File: config.mk
export PLATFORM = sky130hd
export DESIGN_NAME = token_bucket_policer
export DESIGN_NICKNAME = d
export VERILOG_FILES = /design/src/rtl/tbp_pkg.sv /design/src/rtl/token_bucket_policer.sv
export SDC_FILE = /design/constraint.sdc
export NUM_CORES = 2
export LEC_CHECK = 0
export BUFFER_PORTS_ARGS = -buffer_cell sky130_fd_sc_hd__buf_2
export CAP_MARGIN = 5
export CORE_ASPECT_RATIO = 1.2
export CORE_UTILIZATION = 55
export CTS_CLUSTER_DIAMETER = 200
export DETAILED_ROUTE_END_ITERATION = 6
export PLACE_DENSITY = 0.78
export SLEW_MARGIN = 20
export SYNTH_ARGS = -nofsm -noshare
export SYNTH_HDL_FRONTEND = slang
export SYNTH_SLANG_ARGS = --single-unit
export TNS_END_PERCENT = 10
File: constraint.sdc
create_clock -name clk -period 20.7 [get_ports clk]
set_clock_uncertainty 0.05 [all_clocks]
set_input_delay 3.105 -clock clk [delete_from_list [all_inputs] [get_ports clk]]
set_output_delay 3.105 -clock clk [all_outputs]
set_load 0.02 [all_outputs]
File: src/rtl/tbp_pkg.sv
`timescale 1ns / 1ps
// Shared types and constants for the token bucket policer.
// No dependencies; used by token_bucket_policer.
package tbp_pkg;

    // Configuration register indexes
    localparam logic [1:0] REG_BURST_LIMIT   = 2'd0;
    localparam logic [1:0] REG_LOW_THRESHOLD = 2'd1;
    localparam logic [1:0] REG_RATE          = 2'd2;

    // Verdict codes
    localparam logic [1:0] VERDICT_FORWARD    = 2'd0;
    localparam logic [1:0] VERDICT_EARLY_DROP = 2'd1;
    localparam logic [1:0] VERDICT_QUEUE      = 2'd2;

    localparam logic [31:0] BURST_RESET = 32'd16384;
    localparam logic [31:0] MS_DIVISOR  = 32'd8000;

    // 2^32 split as WORD_QUOT * 8000 + WORD_REM, used to fold the high product word
    localparam logic [31:0] WORD_QUOT = 32'd536870;
    localparam logic [32:0] WORD_REM  = 33'd7296;
    // ceil(2^34 / 125): exact quotient by 125 for dividends below 2^27
    localparam logic [31:0] RECIP_125 = 32'd137438954;

    // Modulo step count, loaded as count minus one
    localparam logic [5:0] MOD_STEPS_M1  = 6'd30;

    typedef enum logic [3:0] {
        ST_IDLE,
        ST_MUL,
        ST_SPLIT,
        ST_RECIP,
        ST_CLAMP,
        ST_FIT,
        ST_MOD,
        ST_DECIDE,
        ST_FINISH
    } state_t;

endpackage

File: src/rtl/token_bucket_policer.sv
`timescale 1ns / 1ps
// Token bucket policer with random early drop, single module.
// Depends on tbp_pkg for state type, register indexes and verdict codes.

// One packet at a time: in_stall is high from the transfer of a packet until
// its verdict is loaded into the output register. One shared multiplier forms
// the product of elapsed time and rate, and then, after the high product word
// is folded down, divides it by 8000 with a reciprocal multiply; the refill gain
// is registered in RECIP. The early drop modulo (random word by the low
// threshold) runs on a restoring divider that retires one quotient bit per cycle
// in MOD; DECIDE sets the verdict. With a nonzero rate a packet goes through
// MUL, SPLIT, RECIP, CLAMP, FIT and FINISH, plus MOD and DECIDE when the refilled
// bucket sits below the low threshold and the packet fits; bypass (zero rate)
// goes straight to FINISH, which waits for a held previous result to transfer.
module token_bucket_policer
(
    input  logic        clk,
    input  logic        rst_n,

    input  logic        in_valid,
    output logic        in_stall,
    input  logic [31:0] now_ms,
    input  logic [15:0] packet_bytes,
    input  logic [30:0] random_word,

    output logic        out_valid,
    input  logic        out_stall,
    output logic [1:0]  verdict,
    output logic [31:0] bucket_level,
    output logic [31:0] empty_count,

    input  logic        cfg_valid,
    output logic        cfg_ready,
    input  logic [1:0]  cfg_index,
    input  logic [31:0] cfg_data
);

    tbp_pkg::state_t state_reg, state_next;

    logic [31:0] burst_reg, thr_reg, rate_reg;
    logic [31:0] fill_reg, fill_next;
    logic [31:0] last_reg, last_next;
    logic [31:0] cnt_reg, cnt_next;
    logic [31:0] now_reg;
    logic [15:0] size_reg;
    logic [30:0] rnd_reg;
    logic [1:0]  verdict_reg, verdict_next;

    // Shared divider: dividend shifts left, quotient bits enter at the bottom
    logic [63:0] dvd_reg, dvd_next;
    logic [31:0] rem_reg, rem_next;
    logic [31:0] dsr_reg, dsr_next;
    logic [5:0]  step_reg, step_next;

    logic        out_valid_reg;
    logic [1:0]  out_verdict_reg;
    logic [31:0] out_level_reg, out_count_reg;

    logic        in_xfer, out_load, out_free;
    logic [32:0] div_shift;
    logic [33:0] div_diff;
    logic        div_qbit;
    logic [31:0] div_rem;
    logic [31:0] elapsed;
    logic [64:0] refill_sum;

    // Shared multiplier and the fold of the product by 8000
    logic [31:0] mul_a, mul_b;
    logic [63:0] mul_p;
    logic [12:0] prod_hi;
    logic        gain_sat;
    logic [32:0] fold_sum;
    logic [31:0] fold_quot;
    logic [32:0] gain_sum;

    assign in_stall  = (state_reg != tbp_pkg::ST_IDLE);
    assign in_xfer   = in_valid && !in_stall;
    assign out_free  = !out_valid_reg || !out_stall;
    assign out_load  = (state_reg == tbp_pkg::ST_FINISH) && out_free;
    assign cfg_ready = 1'b1;

    assign out_valid    = out_valid_reg;
    assign verdict      = out_verdict_reg;
    assign bucket_level = out_level_reg;
    assign empty_count  = out_count_reg;

    // One restoring divide step
    assign div_shift = {rem_reg, dvd_reg[63]};
    assign div_diff  = {1'b0, div_shift} - {2'b00, dsr_reg};
    assign div_qbit  = !div_diff[33];
    assign div_rem   = div_qbit ? div_diff[31:0] : div_shift[31:0];

    assign elapsed    = now_reg - last_reg;
    assign refill_sum = {33'd0, fill_reg} + {1'b0, dvd_reg};

    assign mul_a = (state_reg == tbp_pkg::ST_MUL) ? elapsed : {5'd0, dvd_reg[32:6]};
    assign mul_b = (state_reg == tbp_pkg::ST_MUL) ? rate_reg : tbp_pkg::RECIP_125;
    assign mul_p = {32'd0, mul_a} * {32'd0, mul_b};

    // A high word of 8000 or more means a gain of at least 2^32: the bucket clamps
    assign gain_sat  = (dvd_reg[63:32] >= tbp_pkg::MS_DIVISOR);
    assign prod_hi   = dvd_reg[44:32];
    assign fold_sum  = {20'd0, prod_hi} * tbp_pkg::WORD_REM + {1'b0, dvd_reg[31:0]};
    assign fold_quot = {19'd0, prod_hi} * tbp_pkg::WORD_QUOT;
    assign gain_sum  = {1'b0, rem_reg} + {12'd0, mul_p[54:34]};

    // Next state
    always_comb
    begin
        state_next = state_reg;
        unique case (state_reg)
            tbp_pkg::ST_IDLE:
            begin
                if (in_xfer)
                begin
                    state_next = (rate_reg == 32'd0) ? tbp_pkg::ST_FINISH : tbp_pkg::ST_MUL;
                end
            end
            tbp_pkg::ST_MUL:
            begin
                state_next = tbp_pkg::ST_SPLIT;
            end
            tbp_pkg::ST_SPLIT:
            begin
                state_next = tbp_pkg::ST_RECIP;
            end
            tbp_pkg::ST_RECIP:
            begin
                state_next = tbp_pkg::ST_CLAMP;
            end
            tbp_pkg::ST_CLAMP:
            begin
                state_next = tbp_pkg::ST_FIT;
            end
            tbp_pkg::ST_FIT:
            begin
                if ({16'd0, size_reg} <= fill_reg && fill_reg < thr_reg)
                begin
                    state_next = tbp_pkg::ST_MOD;
                end
                else
                begin
                    state_next = tbp_pkg::ST_FINISH;
                end
            end
            tbp_pkg::ST_MOD:
            begin
                if (step_reg == 6'd0)
                begin
                    state_next = tbp_pkg::ST_DECIDE;
                end
            end
            tbp_pkg::ST_DECIDE:
            begin
                state_next = tbp_pkg::ST_FINISH;
            end
            tbp_pkg::ST_FINISH:
            begin
                if (out_free)
                begin
                    state_next = tbp_pkg::ST_IDLE;
                end
            end
            default:
            begin
                state_next = tbp_pkg::ST_IDLE;
            end
        endcase
    end

    // Datapath updates per state
    always_comb
    begin
        fill_next    = fill_reg;
        last_next    = last_reg;
        cnt_next     = cnt_reg;
        verdict_next = verdict_reg;
        dvd_next     = dvd_reg;
        rem_next     = rem_reg;
        dsr_next     = dsr_reg;
        step_next    = step_reg;
        unique case (state_reg)
            tbp_pkg::ST_IDLE:
            begin
                verdict_next = tbp_pkg::VERDICT_FORWARD;
            end
            tbp_pkg::ST_MUL:
            begin
                dvd_next  = mul_p;
                last_next = now_reg;
            end
            tbp_pkg::ST_SPLIT:
            begin
                // hold the saturation flag on top, the folded low part below,
                // and the quotient of the high word in rem_reg
                dvd_next = {gain_sat, 30'd0, fold_sum};
                rem_next = fold_quot;
            end
            tbp_pkg::ST_RECIP:
            begin
                if (dvd_reg[63])
                begin
                    dvd_next = 64'h0000_0001_0000_0000;
                end
                else
                begin
                    dvd_next = {31'd0, gain_sum};
                end
            end
            tbp_pkg::ST_MOD:
            begin
                dvd_next  = {dvd_reg[62:0], div_qbit};
                rem_next  = div_rem;
                step_next = step_reg - 6'd1;
            end
            tbp_pkg::ST_CLAMP:
            begin
                // clamp the refilled level to the burst limit
                if (refill_sum > {33'd0, burst_reg})
                begin
                    fill_next = burst_reg;
                end
                else
                begin
                    fill_next = refill_sum[31:0];
                end
            end
            tbp_pkg::ST_FIT:
            begin
                if ({16'd0, size_reg} > fill_reg)
                begin
                    cnt_next     = cnt_reg + 32'd1;
                    verdict_next = tbp_pkg::VERDICT_QUEUE;
                end
                else if (fill_reg < thr_reg)
                begin
                    dvd_next  = {rnd_reg, 33'd0};
                    rem_next  = 32'd0;
                    dsr_next  = thr_reg;
                    step_next = tbp_pkg::MOD_STEPS_M1;
                end
                else
                begin
                    fill_next = fill_reg - {16'd0, size_reg};
                end
            end
            tbp_pkg::ST_DECIDE:
            begin
                if (fill_reg <= rem_reg)
                begin
                    cnt_next     = cnt_reg + 32'd1;
                    verdict_next = tbp_pkg::VERDICT_EARLY_DROP;
                end
                else
                begin
                    fill_next = fill_reg - {16'd0, size_reg};
                end
            end
            tbp_pkg::ST_FINISH:
            begin
                verdict_next = verdict_reg;
            end
            default:
            begin
                verdict_next = verdict_reg;
            end
        endcase
    end

    always_ff @(posedge clk or negedge rst_n)
    begin
        if (!rst_n)
        begin
            state_reg     <= tbp_pkg::ST_IDLE;
            burst_reg     <= tbp_pkg::BURST_RESET;
            thr_reg       <= 32'd0;
            rate_reg      <= 32'd0;
            fill_reg      <= tbp_pkg::BURST_RESET;
            last_reg      <= 32'd0;
            cnt_reg       <= 32'd0;
            step_reg      <= 6'd0;
            out_valid_reg <= 1'b0;
        end
        else
        begin
            state_reg <= state_next;
            fill_reg  <= fill_next;
            last_reg  <= last_next;
            cnt_reg   <= cnt_next;
            step_reg  <= step_next;

            if (cfg_valid && cfg_ready)
            begin
                unique case (cfg_index)
                    tbp_pkg::REG_BURST_LIMIT:   burst_reg <= cfg_data;
                    tbp_pkg::REG_LOW_THRESHOLD: thr_reg   <= cfg_data;
                    tbp_pkg::REG_RATE:          rate_reg  <= cfg_data;
                    default:                    rate_reg  <= rate_reg;
                endcase
            end

            if (out_load)
            begin
                out_valid_reg <= 1'b1;
            end
            else if (out_valid_reg && !out_stall)
            begin
                out_valid_reg <= 1'b0;
            end
        end
    end

    // Payload registers
    always_ff @(posedge clk)
    begin
        verdict_reg <= verdict_next;
        dvd_reg     <= dvd_next;
        rem_reg     <= rem_next;
        dsr_reg     <= dsr_next;
        if (in_xfer)
        begin
            now_reg  <= now_ms;
            size_reg <= packet_bytes;
            rnd_reg  <= random_word;
        end
        if (out_load)
        begin
            out_verdict_reg <= verdict_reg;
            out_level_reg   <= fill_reg;
            out_count_reg   <= cnt_reg;
        end
    end

endmodule
# Word-level counts from Yosys, hierarchy flattened
# Cells that the tools add are included.
# totals
word_cells	120
input_bits	118
regBits	478
output_inout_bits	69
# op_classes
add_sub_neg	8
magnitude_cmp	6
mul	3
n_eq_ne	19
reduce_logical	32
n_mux	32
bitwise	1
# op_table
cell	n
$mux 32	11
$pmux 64 s5	1
$pmux 32 s3	2
$mux 64	2
$add 32x64->65	1
$gt 65x32->1	1
$mul 32x32->64	1
$pmux 32 s2	1
$pmux 4 s9	1
$sub 33x32->34	1
$add 26x32->33	1
$add 32x21->33	1
$mux 33	1
$add 32x1->32 const B	1
$ge 32x13->1 const B	1
$gt 16x32->1	1
$le 16x32->1	1
$le 32x32->1	1
$logic_not 32->1	1
$lt 32x32->1	1
$sub 32x16->32	1
$sub 32x32->32	1
$mul 13x19->31 const B	1
$reduce_and 3->1	7
other kinds (28)	59

# Longest topological paths before layout
# logic_depth
word_depth	6
ltp_mapped	55
depth_no_buf	54

# Worst setup path after synthesis
# OpenSTA, ideal clock, no wires.
# synth_timing
path_kind	flip-flop to flip-flop
startpoint	register now_reg[0]
endpoint	register dvd_reg[25], data pin
synth_period_minus_slack_ps	13062
path_stages_with_launch	55
path_buffers	3
t_arrival_ps	12729
slack_ps	7638
setup_time_ps	282
t_required_ps	20368
cell_sequence	edfxtp_1 inv_1 ha_1 inv_1 fa_1 a21o_1 a21oi_1 o21ai_0 a32oi_1 o31ai_1 nand2b_1 nand2_1 a21oi_1 nor2b_1 o21a_1 o31ai_1 clkbuf_1 nor2_1 [... 19 more ...] a31oi_1 o21bai_1 xor2_1 ha_1 a21o_1 a21o_1 a21o_1 o311a_1 a2111oi_0 o21ai_0 a41oi_1 a21oi_1 a31oi_1 nand2b_1 clkbuf_1 nor3_1 a31oi_1 o311ai_0
# synth_between
elab_chain_len	6
# synth_rtl
item	line	source
start, declared	token_bucket_policer.sv:44	logic [31:0] now_reg;
start signal, assigned	token_bucket_policer.sv:322	now_reg <= now_ms;
$sub 32x32->32 *	token_bucket_policer.sv:93	assign elapsed = now_reg - last_reg;
$mux 32 *	token_bucket_policer.sv:96	assign mul_a = (state_reg == tbp_pkg::ST_MUL) ? elapsed : {5'd0, dvd_reg[32:6]};
$mul 32x32->64 *	token_bucket_policer.sv:98	assign mul_p = {32'd0, mul_a} * {32'd0, mul_b};
$add 32x21->33	token_bucket_policer.sv:105	assign gain_sum = {1'b0, rem_reg} + {12'd0, mul_p[54:34]};
$mux 33	token_bucket_policer.sv:201	if (dvd_reg[63])
$pmux 64 s5 *	token_bucket_policer.sv:182	unique case (state_reg)
net dvd_next[25]	token_bucket_policer.sv:50	logic [63:0] dvd_reg, dvd_next;
end signal, assigned	token_bucket_policer.sv:317	dvd_reg <= dvd_next;
end, declared	token_bucket_policer.sv:50	
# Mark *: on every way through the listed nets, which the timed path passes. The rest lies on a longest branch.
# A chain may end at the register's enable or synchronous reset.

# Worst setup path after layout
# layout_timing
startpoint	register now_reg[2]
endpoint	register dvd_reg[25], data pin
# The elaborated chain is that of the path after synthesis.

==> flow_summary.ini <==
[run_status]
outcome = finished, violations left
violations = design-rule violations

[logic_synthesis]
avgSynthCellArea_um2 = 9.24
synth_seq_area_share = 0.198
netlist_top_cells_area = fa_1, edfxtp_1, ha_1
yosys.cell_types.count = 92
synth_top_cell_area_share = 0.285
syn-cell-area_um2 = 67300
yosys_warnings = 0
synth-edff-count = 275
syn_inst = 7276
async_reset_ff_frac = 0.425
syn-num-nets = 9005
ys_seq_elements = 478
synth-main-ff-cell = edfxtp_1
synth_top_area_cell = fa_1

[floorplan]
rows = 140
die_area_um2 = 124000
floorplan.initialDensity = 0.554
die_height_um = 385
die_w_um = 321
core_area_um2 = 121000
num_io_pins = 187

[place]
post_dp_cell_area_um2 = 70300
numPortBuffers = 185
gp_congestion = 1.07
place_hpwl_mm = 207

[clock_network]
cts_setup_buffers = 0
cts_made_buffers = 52
htreeDepth = 2
cts-resized-gates = 0
ctsLongestPathBuffers = 3
cts_hold_buf = 0
insertion_delay_ns = 0.68
cts_tree = built
cts-root-buf = clkbuf_16
cts_sinks = 478
clk_pin_slew_ns = 0.06

[sta]
setup_tns_ns = 0
fmax_ghz = 0.0625
maxSlewHeadroom = 0.203
worst_pin_slew_ns = 1.19
rsz0062_at_grt = false
drv_slew = 0
finalSetupViolCount = 0
period_needed_ns = 16.01
min_period_over_period = 0.773
hold_viol_final = 0

[detailed_routing]
drc = 9
first_pass_iters = 7
drt-initial-drc-count = 6626
wl_per_cell_um = 28.6
ant_nets = 0
via_per_inst = 6.30
wl_mm = 259
num_vias = 57054

[cells_and_area]
drive_gt1_frac = 0.0750
syn2layout_area_growth_pct = 7.31
stdcell_area_um2 = 72200
largest_reg_flops = 64
n_fill_cell = 10466
fin_nets = 9088
fin_util = 0.595

[global_routing]
grt_pass1_wl_mm = 381
grt_max_degree = 129
antenna_found_initial = 25
first_global_vias = 58592
grtUsageTotal = 0.425
grt_overflow = 0

[job]
maxCapViolCount = 0

[setup_path]
worst_ep_arrival_time_ns = 16.32
max_stage_delay_ns = 0.94
crit_top_cell = fa_1
worstSetupPathType = reg -> reg
cp_max_fo = 14
worstPathRequired_ns = 21.01
slowest_stage = and2_0
startpoint_type = register
cp-end-kind = register

[hold_path]
hold_path_class = reg -> reg
## worst max-delay path: cells and delay by family (launching register included)
kind / cells / cell delay, ns
buffers and inverters: 4 / 0.20
adders and majority gates: 11 / 5.26
xor gates and xnor gates: 2 / 1.22
DFF: 1 / 0.41
AOI/OAI and AO/OA: 23 / 6.25
and+or+nand+nor: 8 / 2.29
## synthesized netlist by cell type, types with 14 or more instances
cell / n
mux2_2: 66
or3_1: 24
o31ai_1: 17
dfrtp_1: 201
xnor2_1: 168
a221o_1: 18
o21a_1: 24
o21bai_1: 33
a211oi_1: 28
and3_1: 118
o211ai_1: 20
ha_1: 654
a22oi_1: 32
nand4_1: 65
a31oi_1: 41
buf_1: 26
nor4_1: 26
nand2_1: 777
a21o_1: 158
fa_1: 957
nand2b_1: 54
clkbuf_1: 252
mux2i_1: 39
edfxtp_1: 275
a222oi_1: 16
a31o_2: 17
nor2b_1: 37
a211o_1: 14
or2_2: 16
inv_1: 1235
and2_1: 161
o22ai_1: 31
nand3_1: 128
a21oi_1: 349
nor2_1: 501
xor2_1: 109
o21ai_0: 308
nor3_1: 84
## metal layers
metal | global-route usage | share of wire | vias up
li1 | - | - | 24017
met3 | 0.0972 | 0.11 | 1112
met2 | 0.659 | 0.44 | 3741
met4 | 0.352 | 0.10 | 8
met5 | 0 | 0.00026 | -
met1 | 0.504 | 0.34 | 28176
## stage by stage
step	worst slack, ns	instances	hold WS (ns)
after global placement	5.41	8938	0.401
after detailed placement	5.13	8938	0.407
after global routing	3.89	9038	0.434
final	4.69	9051	0.430
after floorplan	7.64	7276	0.350
after CTS	5.06	9035	0.424
## placed cells by master (no fill, tap or decap), drive strengths merged, types with 33 or more instances in the layout
cell and instances:
and2 164, nor3 84, mux2i 39, ha 654, o21bai 33, dfrtp 201
a31oi 41, nor2 501, fa 957, nand3 129, clkbuf 73, nand2 778
mux2 66, xnor2 168, and3 118, nand4 65, buf 324, a21o 159
inv 1238, a21oi 349, edfxtp 275, o21ai 317, nand2b 54, xor2 109
nor2b 37
## area by class of cell
class                      instances  area, um^2  share of cell area
antenna                           16        40.0            0.000555
clock buffer                      73        1500              0.0208
clock inverter                    24         335             0.00465
inverter                        1236        4640              0.0643
multi-input combinational       5267       48300               0.669
sequential                       478       13300               0.185
tap                             1633        2040              0.0283
timing repair buffer             324        2000              0.0276
## logic make-up (layout without fill, tap and decap cells)
group                      Yosys count  count (layout)  share of synthesized area
and+or+nand+nor                   2043            2043                      0.140
other                                1              17                  0.0000558
xor gates and xnor gates           277             277                     0.0361
muxes                              105             105                     0.0169
buffers and inverters             1531            1657                     0.0862
adders and majority gates         1611            1611                      0.406
AOI/OAI and AO/OA                 1230            1230                      0.116
DFF                                478             478                      0.198
## final timing paths
path	start	to	slack, ns	cells past startpoint
max	now_reg[2]	dvd_reg[25]	4.69	48
min	thr_reg[25]	dsr_reg[25]	0.43	0
max reg2reg	now_reg[2]	dvd_reg[25]	4.69	48
min reg2reg	thr_reg[25]	dsr_reg[25]	0.43	0
max in group asynchronous	rst_n	cnt_reg[7]	16.20	3
min in group asynchronous	rst_n	fill_reg[23]	2.33	1
Power is not shown: default switching activity piles up to over one toggle a cycle in this logic, so the estimate is an artifact.
